## config.mk

```make
export PLATFORM = sky130hd
export DESIGN_NAME = ppu_mul
export DESIGN_NICKNAME = d
export VERILOG_FILES = /design/src/rtl/core/ppu_pkg.sv /design/src/rtl/core/ppu_mul.sv
export SDC_FILE = /design/constraint.sdc
export NUM_CORES = 2
export LEC_CHECK = 0
export BUFFER_PORTS_ARGS = -buffer_cell sky130_fd_sc_hd__buf_4
export CORE_MARGIN = 2
export CORE_UTILIZATION = 45
export DETAILED_ROUTE_END_ITERATION = 10
export PLACE_DENSITY_LB_ADDON = 0.12
export REMOVE_ABC_BUFFERS = 1
export SETUP_SLACK_MARGIN = 0.05
export SYNTH_ARGS = -nofsm -noshare
export SYNTH_HDL_FRONTEND = slang
export SYNTH_SLANG_ARGS = --single-unit
```

## constraint.sdc

```tcl
create_clock -name clk -period 23.9 [get_ports clk]
set_input_delay 7.17 -clock clk [delete_from_list [all_inputs] [get_ports clk]]
set_output_delay 7.17 -clock clk [all_outputs]
set_load 0.02 [all_outputs]
```

## src/rtl/core/ppu_pkg.sv

```systemverilog
// ppu_pkg: shared constants, types and helpers of the particle pool update block
`default_nettype none

package ppu_pkg;

  localparam int SLOTS      = 64;
  localparam int SLOT_W     = (SLOTS > 1) ? $clog2(SLOTS) : 1;
  localparam int SLOT_OUT_W = 6;
  localparam int SPAWN_W    = 3;
  localparam int LIFE_W     = 18;
  localparam int MUL_W      = 33;
  localparam int PROD_W     = 2 * MUL_W;

  localparam logic [SPAWN_W-1:0] SPAWN_MAX   = 3'd4;
  localparam logic [SPAWN_W-1:0] SPAWN_RESET = 3'd2;

  localparam logic signed [LIFE_W-1:0] LIFE_ONE   = 18'sd65536;
  localparam logic signed [LIFE_W-1:0] LIFE_FLOOR = -18'sd65536;

  // reciprocals for the constant divides, exact over the operand ranges used
  localparam logic [23:0] RECIP_100    = 24'd10737419;
  localparam int          RECIP_100_SH = 30;
  localparam logic [31:0] RECIP_10     = 32'd3435973837;
  localparam int          RECIP_10_SH  = 35;

  localparam logic [7:0]  SHADE_BASE  = 8'd50;
  localparam logic [7:0]  SHADE_RESET = 8'd100;
  localparam logic [16:0] ALPHA_RESET = 17'd65536;

  localparam logic signed [33:0] POS_MAX = 34'sd2147483647;
  localparam logic signed [33:0] POS_MIN = -34'sd2147483648;

  typedef struct packed {
    logic signed [LIFE_W-1:0] life;
    logic [2:0][31:0]         pos;
    logic [2:0][31:0]         vel;
    logic [7:0]               shade;
    logic [16:0]              alpha;
  } slot_rec_t;

  localparam slot_rec_t REC_RESET = '{
    life:  LIFE_ONE,
    pos:   '0,
    vel:   '0,
    shade: SHADE_RESET,
    alpha: ALPHA_RESET
  };

  typedef struct packed {
    logic [SLOT_OUT_W-1:0] slot;
    logic [2:0][31:0]      pos;
    logic [16:0]           alpha;
    logic [7:0]            brightness;
    logic                  alive;
    logic                  last;
  } out_word_t;

  typedef enum logic [3:0] {
    ST_IDLE,
    ST_PRE_MUL,
    ST_PRE_FIN,
    ST_SRCH_RD,
    ST_SRCH_CHK,
    ST_SPN_RD,
    ST_SPN_WR,
    ST_SWP_RD,
    ST_SWP_LIFE,
    ST_SWP_MUL,
    ST_SWP_ACC,
    ST_SWP_EMIT
  } ppu_state_t;

  function automatic logic [31:0] sat32(input logic signed [33:0] v);
    logic [31:0] res;
    if (v > POS_MAX) begin
      res = 32'h7FFF_FFFF;
    end else if (v < POS_MIN) begin
      res = 32'h8000_0000;
    end else begin
      res = v[31:0];
    end
    return res;
  endfunction

endpackage

`default_nettype wire

```

## src/rtl/core/ppu_mul.sv

```systemverilog
// ppu_mul: shared signed multiplier with a registered product
`default_nettype none

module ppu_mul (
  input  logic                                clk,
  input  logic signed [ppu_pkg::MUL_W-1:0]    a,
  input  logic signed [ppu_pkg::MUL_W-1:0]    b,
  output logic signed [ppu_pkg::PROD_W-1:0]   p
);
  import ppu_pkg::*;

  logic signed [PROD_W-1:0] prod_r;

  always_ff @(posedge clk) begin
    prod_r <= a * b;
  end

  assign p = prod_r;

endmodule

`default_nettype wire

```

After elaboration in Yosys (flattened, before gate mapping)
Index checks and enable logic that the tools add are counted.
{ "op_classes": {"n_mul": 1} }
{ "op_table": {"columns": ["operator", "count"], "rows": [
  ["$mul A33 B33 Y66", 1]
]} }
{ "word_totals": {"output_inout_bits": 66, "regBits": 66, "input_bits": 67} }

Depth between registers and ports, before layout
{ "depth": {"word_depth": 1, "depth_mapped": 27} }

Worst setup path before layout
No wires, ideal clock.
{ "synth_timing": {"path_kind": "input port to flip-flop", "startpoint": "input a[32] in the netlist's numbering", "endpoint": "register prod_r[62], in the netlist p[62]", "arrival_ns": 14.327, "stages": 23, "setup_slack_ns": 9.494, "path_cell_list": "clkbuf_1 -> nand2_1 -> inv_1 -> fa_1 -> fa_1 -> fa_1 -> fa_1 -> fa_1 -> fa_1 -> fa_1 -> inv_1 -> fa_1 -> inv_1 -> ha_1 -> clkbuf_1 -> and3_1 -> nand3_1 -> nand2b_1 -> a2111oi_4 -> a211oi_4 -> a21o_2 -> a21o_1 -> a211oi_2"} }
{ "synth_between": {"elab_chain_cells": 1} }
{ "synth_rtl": {"columns": ["item", "line", "text"], "rows": [
  ["start: declaration", "ppu_mul.sv:6", "input logic signed [ppu_pkg::MUL_W-1:0] a,"],
  ["$mul A33 B33 Y66", "ppu_mul.sv:15", "prod_r <= a * b;"],
  ["end signal: assignment", "ppu_mul.sv:15", null],
  ["end: declaration", "ppu_mul.sv:12", "logic signed [PROD_W-1:0] prod_r;"]
]} }
Every way passes these cells.

Worst setup path after layout
{ "layout_timing": {"startpoint": "input b[3] in the netlist's numbering", "endpoint": "register prod_r[64], in the netlist p[64]"} }
{ "layout_between": {"elab_chain_cells": 1} }
{ "layout_rtl": {"columns": ["item", "line", "text"], "rows": [
  ["start: declaration", "ppu_mul.sv:7", "input logic signed [ppu_pkg::MUL_W-1:0] b,"],
  ["$mul A33 B33 Y66", "ppu_mul.sv:15", null]
]} }
Every way passes these cells.

==> results.md <==
- Num Clock Sinks: 66
- Final setup viols: 0
- Fmax: between 60 and 70 MHz
- Seq/Total Area, Yosys: under 10%
- Syn_area_per_cell: 9.39 µm²
- Fin. max-slew vios: 0
- Cell Rows: 110
- Vias in the first global route: 30700
- CP Max Fanout: 33
- Top cell by count, worst path: fa_1
- WL final: about 110000 µm
- Final period util: between 60% and 70%
- Status: completed
- Worst slew pin tran: approximately 1100 ps
- Final GP Congestion: roughly 0.89
- Max Root-Sink Buffers: 2
- Critical setup path kind: input pin to register
- Critical path launch point type: input pin
- Initial antenna violation count: 3
- Largest family of logic cells by synthesized area: adder cells
- WP data arrival: approximately 15000 ps
- Tmin final: 14730 ps
- Worst slack, placed: slightly below 9000 ps
- Setup crit end kind: register
- Crit-path leading delay family: adder cells
- Flops & latches, synth: 66
- RSZ-0062 raised after global routing: false
- Fin nets: approximately 5700
- Synth top area cells: fa_1, inv_1, and2_1
- Core Area: 89900 µm²
- Synth top area share: 56.3%
- Slew HR: a little over a quarter
- Share of flip-flops with an asynchronous set or reset: 0%
- Hold Fails Final Rpt: 0
- EDFF count, synth: 0
- CTS HTree Levels: 3
- # hold bufs at CTS: 0
- Slowest cell on the critical path: fa_1
- Vias per cell: 5.12
- Number of DRC markers in iteration 0: roughly 1400
- Post-DRT Antenna Nets: 0
- Worst-case hold slack: just over 7000 ps
- CTS Buf Count: 9
- Area grow syn2layout: 4.70%
- Largest net degree at the start of global routing: 34
- Mapped Cells: 4338
- IO Port Bufs: between 100 and 150
- Die Wd: 305 µm
- Initial core utilization: between 40% and 50%
- Layout cell share with drive strength beyond 1: 4.36%
- CP Buf/Inv Count: 4
- IO Pins: 133
- Synth Area in XOR/XNOR: under 10%
- Clock slew at reported path FFs: around 60 ps
- CP peak stage delay: roughly 940 ps
- Max FFs per register: 66
- Post-synthesis simple-gate area fraction: ~16%
- Worst EP required: roughly 24000 ps
- Post-DP HPWL: just over 90000 µm
- DRC Markers: 0
- Synth Flop Type: dfxtp_1
- DIE AREA: 92900 µm²
- Initial DRT Pass Iterations: 5
- Die Ht: about 300 µm
- Drt wl/cell: 20.3 µm
- Via Count: ~28000
- Maxcap violations: 0
- Post-CTS Resized: 0
- Post-CTS Setup Bufs: 0
- Synth Area in Adders: roughly 63%
- Worst-path cell chain: buf_4 -> nand2_1 -> inv_1 -> fa_1 -> fa_1 -> fa_1 -> fa_1 -> fa_1 -> fa_1 -> fa_1 -> inv_1 -> fa_1 -> inv_1 -> ha_1 -> nand3_1 -> nor2_1 -> a31oi_1 -> o221a_2 -> or2_2 -> nand3_2 -> a211oi_1 -> a311oi_1
- Mapped cell area: between 40000 and 50000 µm²
- Global Route Usage Sum: between 20% and 30%
- Cell variety after synth: 80
- CTS Root Cell: clkbuf_16
- Worst min-delay path class: input pin to register
- Final worst slack: 9170 ps
- Post-synthesis mux area share: 0%
- Global-route wire length before repair: 178000 µm
- Remaining global-route overflow: 0
- Area leader, netlist: fa_1
- CTS tree: built
- Setup TNS: 0 ps
- Area fraction in compound gates after synthesis: 4.07%
- Yosys warning total: 0
## per-layer routing
layer | vias up | part of all wire (%) | global-route usage, %
met5 | - | 0 | 0
met4 | 0 | 2.4 | 5.68
li1 | 12200 | - | -
met2 | 677 | 50 | 42.3
met3 | 137 | 5.2 | 3.18
met1 | 14900 | 43 | 34.7
## cells in the mapped netlist, types with 6 or more instances
master / n
nor2_1: 68
o21bai_1: 11
a21oi_1: 57
o21a_1: 6
nand3_1: 25
a211oi_1: 7
o21ai_0: 25
and2_1: 562
xnor2_1: 43
fa_1: 1145
clkbuf_1: 208
xor2_1: 25
nor3_1: 7
nand4_1: 11
a21o_1: 36
a31oi_1: 8
ha_1: 217
nand2_1: 551
o21ai_1: 6
dfxtp_1: 66
buf_2: 11
nand2b_1: 12
a211o_1: 6
inv_1: 1131
## worst paths after layout
check | start | end | depth (start not counted)
setup / recovery | b[3] | p[64] | 22
hold / removal | b[0] | p[0] | 2
## cell type report
class / instances / area [µm²]
clock inverters: 4 / 26.3
clock buffers: 12 / 256
diodes: 2 / 5.00
inverters: 1131 / 4250
well taps: 1176 / 1470
fillers: 8776 / 47200
flip-flops and latches: 66 / 1320
multi-input cells: 2920 / 34300
repair buffers: 134 / 1010
## per-stage QoR
step / util (%) / instance area, µm² / instances
3_5_place_dp: 47.1 / 42400 / 5427
5_1_grt: 47.4 / 42600 / 5443
2_1_floorplan: - / 39900 / 4117
6_report: 47.5 / 42600 / 5445
3_3_place_gp: 47.1 / 42400 / 5427
4_1_cts: 47.4 / 42600 / 5443
## cells by family after synthesis
| kind of cell | count (synthesis) |
|---|---|
| AND/OR/NAND/NOR | 1271 |
| flip-flops | 66 |
| XOR/XNOR | 68 |
| adder cells (fa/ha/maj) | 1362 |
| AO/OA/AOI/OAI | 219 |
| buffers and inverters | 1352 |
## layout by cell type (no fill, tap or decap), types with 8 or more instances in the layout
cell type	Yosys	final
xnor2_1	43	43
dfxtp_1	66	66
nand2b_1	12	12
a21oi_1	57	57
buf_4	0	134
a21o_1	36	36
nand3_1	25	25
nand2_1	551	551
clkbuf_16	0	9
fa_1	1145	1145
inv_1	1131	1131
ha_1	217	217
o21ai_0	25	25
o21bai_1	11	11
nor2_1	68	68
xor2_1	25	25
and2_1	562	562
a31oi_1	8	8
nand4_1	11	11
Power is left out: the tool's default activity adds up to more than one toggle a clock period on the data nets, which glitch-free logic cannot reach.
